### src/rtl/i2cms_pkg.sv
// Package for the I2C master status sequencer: request and result types,
// configuration types, controller status codes and control register bits.
// No dependencies; every other file of the block imports it.
`timescale 1ns / 1ps

package i2cms_pkg;

   // Default depth of the transmit store.
   localparam int TX_DEPTH_DEFAULT = 8;

   // Field widths fixed by the interface.
   localparam int BYTE_W    = 8;
   localparam int ADDR7_W   = 7;
   localparam int LEN_W     = 4;
   localparam int ENTRY_W   = 3;
   localparam int RX_IDX_W  = 3;
   localparam int RX_CNT_W  = 4;

   // Number of store positions a load request can name.
   localparam int ENTRY_SLOTS = 2 ** ENTRY_W;

   // Saturation value of the receive counter.
   localparam logic [RX_CNT_W-1:0] RX_MAX = 4'd15;

   // Configuration port.
   localparam int CSR_DATA_W = 32;
   localparam int CSR_ADDR_W = 4;

   localparam logic [1:0] REG_SLAVE_ADDRESS = 2'd0;
   localparam logic [1:0] REG_READ_MODE     = 2'd1;
   localparam logic [1:0] REG_TX_LENGTH     = 2'd2;
   localparam logic [1:0] REG_RX_LENGTH     = 2'd3;

   // Request kinds.
   localparam logic ACTION_STATUS = 1'b0;
   localparam logic ACTION_LOAD   = 1'b1;

   // Controller control register bits.
   localparam logic [BYTE_W-1:0] BIT_ACK = 8'h04;
   localparam logic [BYTE_W-1:0] BIT_SI  = 8'h08;
   localparam logic [BYTE_W-1:0] BIT_STO = 8'h10;
   localparam logic [BYTE_W-1:0] BIT_STA = 8'h20;

   // Controller status codes.
   localparam logic [BYTE_W-1:0] ST_BUS_ERROR     = 8'h00;
   localparam logic [BYTE_W-1:0] ST_START         = 8'h08;
   localparam logic [BYTE_W-1:0] ST_REP_START     = 8'h10;
   localparam logic [BYTE_W-1:0] ST_ADDR_W_ACK    = 8'h18;
   localparam logic [BYTE_W-1:0] ST_ADDR_W_NACK   = 8'h20;
   localparam logic [BYTE_W-1:0] ST_DATA_TX_ACK   = 8'h28;
   localparam logic [BYTE_W-1:0] ST_DATA_TX_NACK  = 8'h30;
   localparam logic [BYTE_W-1:0] ST_ARB_LOST      = 8'h38;
   localparam logic [BYTE_W-1:0] ST_ADDR_R_ACK    = 8'h40;
   localparam logic [BYTE_W-1:0] ST_ADDR_R_NACK   = 8'h48;
   localparam logic [BYTE_W-1:0] ST_DATA_RX_ACK   = 8'h50;
   localparam logic [BYTE_W-1:0] ST_DATA_RX_NACK  = 8'h58;

   typedef struct packed {
      logic                action;
      logic [BYTE_W-1:0]   status_code;
      logic [BYTE_W-1:0]   bus_data;
      logic [ENTRY_W-1:0]  entry_index;
      logic [BYTE_W-1:0]   entry_value;
   } req_type;

   typedef struct packed {
      logic [BYTE_W-1:0]   set_mask;
      logic [BYTE_W-1:0]   clear_mask;
      logic                data_valid;
      logic [BYTE_W-1:0]   data_out;
      logic                ack_seen;
      logic                rx_valid;
      logic [BYTE_W-1:0]   rx_byte;
      logic [RX_IDX_W-1:0] rx_index;
   } rsp_type;

   typedef struct packed {
      logic [ADDR7_W-1:0] slave_address;
      logic               read_mode;
      logic [LEN_W-1:0]   tx_length;
      logic [LEN_W-1:0]   rx_length;
   } cfg_type;

endpackage

### src/rtl/i2cms_csr.sv
// Configuration register file of the I2C master status sequencer, APB-style.
// Depends on i2cms_pkg for the register indexes and the cfg_type struct.
`timescale 1ns / 1ps

module i2cms_csr (
   input  logic                             clock,
   input  logic                             reset,
   input  logic                             psel,
   input  logic                             penable,
   input  logic                             pwrite,
   input  logic [i2cms_pkg::CSR_ADDR_W-1:0] paddr,
   input  logic [i2cms_pkg::CSR_DATA_W-1:0] pwdata,
   output logic [i2cms_pkg::CSR_DATA_W-1:0] prdata,
   output logic                             pready,
   output i2cms_pkg::cfg_type               cfg
);
   import i2cms_pkg::*;

   cfg_type    cfg_ff;
   cfg_type    cfg_in;
   logic [1:0] reg_sel;
   logic       wr_en;

   assign reg_sel = paddr[3:2];
   assign wr_en   = psel && penable && pwrite;
   assign pready  = 1'b1;
   assign cfg     = cfg_ff;

   always_comb begin
      cfg_in = cfg_ff;
      if (wr_en) begin
         case (reg_sel)
            REG_SLAVE_ADDRESS: cfg_in.slave_address = pwdata[ADDR7_W-1:0];
            REG_READ_MODE:     cfg_in.read_mode     = pwdata[0];
            REG_TX_LENGTH:     cfg_in.tx_length     = pwdata[LEN_W-1:0];
            REG_RX_LENGTH:     cfg_in.rx_length     = pwdata[LEN_W-1:0];
            default:           cfg_in = cfg_ff;
         endcase
      end
   end

   always_ff @(posedge clock) begin
      if (reset) begin
         cfg_ff.slave_address <= '0;
         cfg_ff.read_mode     <= 1'b0;
         cfg_ff.tx_length     <= '0;
         cfg_ff.rx_length     <= LEN_W'(1);
      end else begin
         cfg_ff <= cfg_in;
      end
   end

   always_comb begin
      case (reg_sel)
         REG_SLAVE_ADDRESS: prdata = CSR_DATA_W'(cfg_ff.slave_address);
         REG_READ_MODE:     prdata = CSR_DATA_W'(cfg_ff.read_mode);
         REG_TX_LENGTH:     prdata = CSR_DATA_W'(cfg_ff.tx_length);
         REG_RX_LENGTH:     prdata = CSR_DATA_W'(cfg_ff.rx_length);
         default:           prdata = '0;
      endcase
   end

endmodule

### src/rtl/i2c_master_status_sequencer.sv
// A request passes through the input register, then the result register, which
// drives rsp_valid. Throughput: one request per cycle while the result side is
// not stalled; the decode, the store read and the counter updates sit in one stage.
// Load requests and unknown status codes are consumed and give no result.
// Reset is synchronous and active high: counters and valid flags zero, rx_length
// one, other settings zero; the transmit store is not cleared and holds garbage
// until loaded.
`timescale 1ns / 1ps

// Top level of the I2C master status sequencer.
// Depends on i2cms_pkg and instantiates i2cms_csr.
module i2c_master_status_sequencer #(
   parameter int TX_DEPTH = i2cms_pkg::TX_DEPTH_DEFAULT
) (
   input  logic                             clock,
   input  logic                             reset,
   // Request channel.
   input  logic                             req_valid,
   output logic                             req_stall,
   input  i2cms_pkg::req_type               req_data,
   // Result channel.
   output logic                             rsp_valid,
   input  logic                             rsp_stall,
   output i2cms_pkg::rsp_type               rsp_data,
   // Configuration port.
   input  logic                             psel,
   input  logic                             penable,
   input  logic                             pwrite,
   input  logic [i2cms_pkg::CSR_ADDR_W-1:0] paddr,
   input  logic [i2cms_pkg::CSR_DATA_W-1:0] pwdata,
   output logic [i2cms_pkg::CSR_DATA_W-1:0] prdata,
   output logic                             pready
);
   import i2cms_pkg::*;

   // The transmit counter runs from zero up to TX_DEPTH inclusive. Only the
   // first ENTRY_SLOTS positions can ever be loaded, so only those get storage;
   // positions past the storage read as zero.
   localparam int TCW    = $clog2(TX_DEPTH + 1);
   localparam int CMPW   = (TCW > LEN_W) ? TCW : LEN_W;
   localparam int SDEPTH = (TX_DEPTH < ENTRY_SLOTS) ? TX_DEPTH : ENTRY_SLOTS;
   localparam int SIW    = $clog2(SDEPTH);

   cfg_type cfg;

   i2cms_csr u_csr (
      .clock   (clock),
      .reset   (reset),
      .psel    (psel),
      .penable (penable),
      .pwrite  (pwrite),
      .paddr   (paddr),
      .pwdata  (pwdata),
      .prdata  (prdata),
      .pready  (pready),
      .cfg     (cfg)
   );

   // Input register.
   logic    in_valid_ff, in_valid_in;
   req_type in_data_ff;

   // Result register.
   logic    rsp_valid_ff, rsp_valid_in;
   rsp_type rsp_data_ff, rsp_data_in;

   // Sequencer state.
   logic [TCW-1:0]      tx_count_ff, tx_count_in;
   logic [RX_CNT_W-1:0] rx_count_ff, rx_count_in;
   logic [BYTE_W-1:0]   tx_store_ff [SDEPTH];

   logic                req_take;
   logic                advance;
   logic                step;
   logic                hit;
   logic [BYTE_W-1:0]   store_byte;
   logic [CMPW-1:0]     tx_limit;
   logic                store_wr;

   // The stage moves whenever the result register is empty or being drained.
   // A stalled result holds back a new request only while the input register
   // is also occupied.
   assign advance   = !(rsp_valid_ff && rsp_stall);
   assign req_stall = in_valid_ff && !advance;
   assign req_take  = req_valid && !req_stall;
   assign step      = in_valid_ff && advance;

   assign in_valid_in = req_take ? 1'b1 : (advance ? 1'b0 : in_valid_ff);

   always_ff @(posedge clock) begin
      if (reset) begin
         in_valid_ff <= 1'b0;
      end else begin
         in_valid_ff <= in_valid_in;
      end
   end

   always_ff @(posedge clock) begin
      if (req_take) begin
         in_data_ff <= req_data;
      end
   end

   // Transmit store: one write port at the load position, one read at the
   // current transmit position.
   assign store_wr = step && (in_data_ff.action == ACTION_LOAD) &&
                     (ENTRY_W'(0) + {1'b0, in_data_ff.entry_index} < (ENTRY_W+1)'(SDEPTH));

   always_ff @(posedge clock) begin
      if (store_wr) begin
         tx_store_ff[in_data_ff.entry_index[SIW-1:0]] <= in_data_ff.entry_value;
      end
   end

   assign store_byte = (CMPW'(tx_count_ff) < CMPW'(SDEPTH)) ?
                       tx_store_ff[tx_count_ff[SIW-1:0]] : '0;

   // The stop point of the transmit phase is the programmed length, clamped
   // to the depth of the store.
   assign tx_limit = (CMPW'(cfg.tx_length) > CMPW'(TX_DEPTH)) ?
                     CMPW'(TX_DEPTH) : CMPW'(cfg.tx_length);

   // Status decode. Each recognized code yields one result; START and
   // repeated START load the address byte and clear both counters.
   always_comb begin
      hit         = 1'b0;
      rsp_data_in = '0;
      tx_count_in = tx_count_ff;
      rx_count_in = rx_count_ff;
      if (in_data_ff.action == ACTION_STATUS) begin
         hit = 1'b1;
         case (in_data_ff.status_code)
            ST_BUS_ERROR: begin
               rsp_data_in.set_mask   = BIT_STO | BIT_ACK;
               rsp_data_in.clear_mask = BIT_SI;
            end
            ST_START, ST_REP_START: begin
               rsp_data_in.clear_mask = (in_data_ff.status_code == ST_START) ?
                                        (BIT_STA | BIT_SI) : BIT_SI;
               rsp_data_in.data_valid = 1'b1;
               rsp_data_in.data_out   = {cfg.slave_address, cfg.read_mode};
               tx_count_in = '0;
               rx_count_in = '0;
            end
            ST_ADDR_W_ACK: begin
               // The first byte goes out regardless of the programmed length.
               rsp_data_in.ack_seen   = 1'b1;
               rsp_data_in.data_valid = 1'b1;
               rsp_data_in.data_out   = store_byte;
               rsp_data_in.set_mask   = BIT_ACK;
               rsp_data_in.clear_mask = BIT_SI | BIT_STA;
               if (CMPW'(tx_count_ff) < CMPW'(TX_DEPTH)) begin
                  tx_count_in = tx_count_ff + TCW'(1);
               end
            end
            ST_DATA_TX_ACK: begin
               if (CMPW'(tx_count_ff) < tx_limit) begin
                  rsp_data_in.data_valid = 1'b1;
                  rsp_data_in.data_out   = store_byte;
                  rsp_data_in.set_mask   = BIT_ACK;
                  rsp_data_in.clear_mask = BIT_SI | BIT_STA;
                  tx_count_in = tx_count_ff + TCW'(1);
               end else begin
                  rsp_data_in.set_mask   = BIT_STO | BIT_ACK;
                  rsp_data_in.clear_mask = BIT_SI | BIT_STA;
               end
            end
            ST_ADDR_W_NACK, ST_DATA_TX_NACK, ST_ADDR_R_NACK: begin
               rsp_data_in.set_mask   = BIT_STO | BIT_ACK;
               rsp_data_in.clear_mask = BIT_SI | BIT_STA;
            end
            ST_ARB_LOST: begin
               rsp_data_in.set_mask   = BIT_STA | BIT_ACK;
               rsp_data_in.clear_mask = BIT_SI;
            end
            ST_ADDR_R_ACK: begin
               rsp_data_in.set_mask   = BIT_ACK;
               rsp_data_in.clear_mask = BIT_SI | BIT_STA;
            end
            ST_DATA_RX_ACK: begin
               rsp_data_in.rx_valid = 1'b1;
               rsp_data_in.rx_byte  = in_data_ff.bus_data;
               rsp_data_in.rx_index = rx_count_ff[RX_IDX_W-1:0];
               if (rx_count_ff < RX_MAX) begin
                  rx_count_in = rx_count_ff + RX_CNT_W'(1);
               end
               // ACK is returned while at least one more byte is expected
               // after the next one.
               if ({1'b0, rx_count_in} + (RX_CNT_W+1)'(1) <
                   (RX_CNT_W+1)'(cfg.rx_length)) begin
                  rsp_data_in.set_mask   = BIT_ACK;
                  rsp_data_in.clear_mask = BIT_SI | BIT_STA;
               end else begin
                  rsp_data_in.clear_mask = BIT_SI | BIT_ACK | BIT_STA;
               end
            end
            ST_DATA_RX_NACK: begin
               rsp_data_in.rx_valid = 1'b1;
               rsp_data_in.rx_byte  = in_data_ff.bus_data;
               rsp_data_in.rx_index = rx_count_ff[RX_IDX_W-1:0];
               if (rx_count_ff < RX_MAX) begin
                  rx_count_in = rx_count_ff + RX_CNT_W'(1);
               end
               rsp_data_in.set_mask   = BIT_STO | BIT_ACK;
               rsp_data_in.clear_mask = BIT_SI | BIT_STA;
            end
            default: begin
               hit = 1'b0;
            end
         endcase
      end
   end

   assign rsp_valid_in = advance ? (in_valid_ff && hit) : rsp_valid_ff;

   always_ff @(posedge clock) begin
      if (reset) begin
         rsp_valid_ff <= 1'b0;
         tx_count_ff  <= '0;
         rx_count_ff  <= '0;
      end else begin
         rsp_valid_ff <= rsp_valid_in;
         if (step) begin
            tx_count_ff <= tx_count_in;
            rx_count_ff <= rx_count_in;
         end
      end
   end

   always_ff @(posedge clock) begin
      if (advance) begin
         rsp_data_ff <= rsp_data_in;
      end
   end

   assign rsp_valid = rsp_valid_ff;
   assign rsp_data  = rsp_data_ff;

   // The transmit position never runs past the store depth.
   a_tx_count_range: assert property (@(posedge clock) disable iff (reset)
      CMPW'(tx_count_ff) <= CMPW'(TX_DEPTH))
      else $error("transmit counter beyond store depth");

   // A START or repeated START that is processed leaves both counters cleared.
   a_start_clears: assert property (@(posedge clock) disable iff (reset)
      (step && in_data_ff.action == ACTION_STATUS &&
       (in_data_ff.status_code == ST_START || in_data_ff.status_code == ST_REP_START))
      |=> (tx_count_ff == '0 && rx_count_ff == '0))
      else $error("counters not cleared after START");

   // A result never loads a transmit byte and delivers a received byte at once.
   a_rsp_exclusive: assert property (@(posedge clock) disable iff (reset)
      rsp_valid_ff |-> !(rsp_data_ff.data_valid && rsp_data_ff.rx_valid))
      else $error("result both transmits and receives");

   // The request side is held off only while a request waits in the input stage.
   a_stall_cause: assert property (@(posedge clock) disable iff (reset)
      req_stall |-> (in_valid_ff && rsp_valid_ff))
      else $error("request stalled with empty pipeline");

endmodule

### config.mk
export PLATFORM = sky130hd
export DESIGN_NAME = i2c_master_status_sequencer
export DESIGN_NICKNAME = d
export VERILOG_FILES = /design/src/rtl/i2cms_pkg.sv /design/src/rtl/i2cms_csr.sv /design/src/rtl/i2c_master_status_sequencer.sv
export SDC_FILE = /design/constraint.sdc
export NUM_CORES = 1
export LEC_CHECK = 0
export ABC_AREA = 1
export BUFFER_PORTS_ARGS = -buffer_cell sky130_fd_sc_hd__buf_2
export CAP_MARGIN = 20
export CORE_ASPECT_RATIO = 0.9
export CORE_UTILIZATION = 55
export CTS_BUF_LIST = sky130_fd_sc_hd__clkbuf_8
export CTS_CLUSTER_DIAMETER = 50
export CTS_CLUSTER_SIZE = 10
export DETAILED_ROUTE_END_ITERATION = 10
export PLACE_DENSITY = 0.82
export SYNTH_ARGS = -nofsm -noshare
export SYNTH_HDL_FRONTEND = slang
export SYNTH_SLANG_ARGS = --single-unit
### constraint.sdc
create_clock -name clock -period 3.64 [get_ports clock]
set_input_delay 0.546 -clock clock [delete_from_list [all_inputs] [get_ports clock]]
set_output_delay 0.546 -clock clock [all_outputs]
set_load 0.05 [all_outputs]
==> flow_metrics.py <==
metrics = {
    "run_status": {
        "status": "complete, no violations",
    },
    "critical_path": {
        "cp.arrival_ps": 2760,
        "crit_required_ps": 3850,
        "crit_type": "reg2reg",
        "start_kind": "flip-flop",
        "end_kind": "flip-flop",
        "startpoint": "rx_count_ff[0]",
        "reg2reg_from": "rx_count_ff[0]",
        "crit_path_max_fanout": 5,
    },
    "yosys": {
        "synth_edf_count": 120,
        "synthFlopType": "edfxtp_1",
        "yosysWarnings": 0,
        "synth_area_sq_mm": 0.00665,
        "synthAdderAreaFrac_pct": 1.69,
        "synthArstFlopShare_pct": 0,
        "ys_types": 36,
        "synthMuxAreaShare_pct": 0,
        "avgSynthCellArea_sq_um": 10.4,
        "synth_seq_cells": 149,
        "yosysSeqAreaShare_pct": 63.0,
        "synth_top_family_by_area": "simple AND/OR/NAND/NOR gates",
        "synth_compound_area_share_pct": 8.41,
        "synthCells": 637,
        "synthSimpleGateAreaFrac_pct": 17.3,
        "synth_xor_area_share_pct": 0.659,
    },
    "timing": {
        "period_share_pct": 70.1,
        "slew_violations": 0,
        "worstMarginPinSlew_ps": 893,
        "skew_ps": 14.4,
        "hold_viol": 0,
        "fmax_mhz": 392,
        "rsz0062_at_grt": "no",
        "setup_tns_ps": 0,
        "relSlewSlack_pct": 40.3,
        "setup_viol": 0,
        "min_period_ps": 2550,
    },
    "finish": {
        "layout_commonest_cell": "edfxtp_1",
        "antenna_cells": 0,
        "fin_util_pct": 63.9,
        "multiInputGateArea_sq_mm": 0.00200,
        "area_delta_synth_final_pct": 11.8,
        "fillerInstances": 903,
        "final_cell_mix": "edfxtp_1 (120), nor2_1 (109), nand2_1 (90), buf_2 (80), inv_1 (49)",
        "layout-drive-gt1-share_pct": 21.4,
        "register_area_sq_mm": 0.00418,
        "layout.nets": 801,
    },
    "grt": {
        "grt_overflow": 0,
        "top_usage_layer": "met2",
        "grt_use_met1_pct": 27.7,
        "antenna_found_initial": 0,
        "grt_pass1_wl_mm": 21.2,
        "grt_pass1_vias": 4489,
        "grt_max_degree": 34,
        "grt.total_usage_pct": 22.3,
        "grtUsageMet2_pct": 36.4,
        "met3_usage_pct": 6.60,
    },
    "clock_tree": {
        "clock-sinks": 149,
        "clock_latency_ps": 450,
        "cts_setup_buffers": 0,
        "postCtsHoldBufs": 0,
        "cts_tree": "done",
        "root_buffer": "clkbuf_8",
        "path_clk_slew_ps": 90,
        "htreeDepth": 4,
        "cts_buffers": 17,
        "cts.repair.resized": 0,
        "cts_max_path_buffers": 2,
    },
    "route": {
        "ant_nets": 0,
        "drc": 0,
        "wl_mm": 13.3,
        "vias": 4743,
        "post_drt_wl_per_cell_um": 15.0,
        "drt_pass1_iterations": 5,
        "drt_iter0_markers": 465,
        "vias_per_cell": 5.33,
    },
    "placed_design": {
        "dp_hpwl_mm": 9.23,
        "io_buffers": 80,
        "place_congestion": 0.895,
    },
    "power_and_ir_drop": {
        "powerDensity_mw_per_mm2": 451,
        "power.total_w": 0.00335,
        "leakage_nw": 3.13,
        "peakVddDrop_mv": 0.318,
    },
    "flow_run": {
        "max_cap_violations": 0,
    },
    "floorplan": {
        "dieArea_sq_mm": 0.0125,
        "initial_core_util_pct": 57.2,
        "ios": 144,
        "core_sq_mm": 0.0116,
        "die_w_um": 118,
        "rows": 37,
        "die_h_um": 106,
    },
    "hold_path": {
        "hold_start": "req_data[11]",
        "min_path_type": "in2reg",
    },
}
[worst max-delay path: stages, from the launching register on]
cell      delay (ps)
dfxtp_1          420
ha_1             240
nand3_2          140
xor2_1           310
ha_1             250
xnor2_1          130
inv_1             60
ha_1             280
a21oi_1          150
nand3b_1         160
nand3_1           80
nand2_1           70
inv_1             40
[layer usage]
layer,vias up,share of wire (%)
li1,2244,-
met2,228,49
met4,0,1.8
met3,26,7.3
met5,-,0
met1,2245,42
[per-stage QoR]
stage	worst slack, ps	cell area [sq um]	cells	hold WS, ps
after floorplan	1100	6770	671	444
after global placement	1280	7020	857	465
after detailed placement	1130	7020	857	472
after CTS	1110	7400	889	257
after global routing	842	7430	890	238
final	1090	7430	890	268
[Yosys cell counts (6+ instances only)]
master,number,area share (%)
a21oi_1,29,2.2
buf_4,39,4.4
dfxtp_1,29,8.7
edfxtp_1,120,54
ha_1,9,1.7
inv_1,49,2.8
inv_2,12,0.68
nand2_1,90,5.1
nand3_1,21,1.6
nand4_1,6,0.56
nor2_1,109,6.2
nor2_2,7,0.66
o21ai_0,45,3.4
o21ai_1,11,0.83
o22ai_1,8,0.75
[where the power goes]
part / internal, W / leakage [nW] / switching [W]
registers: 0.00188 / 1.43 / 0.0000347
clock network: 0.000558 / 0.183 / 0.000667
logic: 0.0000428 / 1.52 / 0.000172
total: 0.00248 / 3.13 / 0.000874
[kinds of logic (layout without fill, tap and decap cells)]
logic type,count (synthesis),count (layout)
AO/OA/AOI/OAI,103,103
adder cells (fa/ha/maj),9,9
other,2,36
AND/OR/NAND/NOR,256,256
XOR/XNOR,5,5
flip-flops,149,149
buffers and inverters,113,176
[cell type report]
| type | count | area share, % |
|---|---|---|
| Timing Repair Buffer | 83 | 5.96 |
| Clock inverter | 15 | 1.97 |
| Inverter | 61 | 3.08 |
| Sequential cell | 149 | 56.3 |
| Clock buffer | 17 | 3.15 |
| Multi-Input combinational cell | 409 | 26.9 |
| Tap cell | 156 | 2.63 |
[flip-flops by register name (all words and copies together), names as in the netlist, named ones only]
register	cells
rsp_data	28
tx_store_ff	64
in_data_ff	28
tx_count_ff	4
rx_count_ff	4
rsp_valid	1
in_valid_ff	1
u_csr.cfg	16
[path summary, 6_finish.rpt]
check,endpoint,slack [ps],cells after the start
worst min register to register,u_csr.cfg[13],480,2
worst max-delay path,rsp_data[24],1090,12
worst min-delay path,in_data_ff[11],270,1
worst max register to register,rsp_data[24],1090,12
No activity file was read; power rests on OpenSTA's default activity.
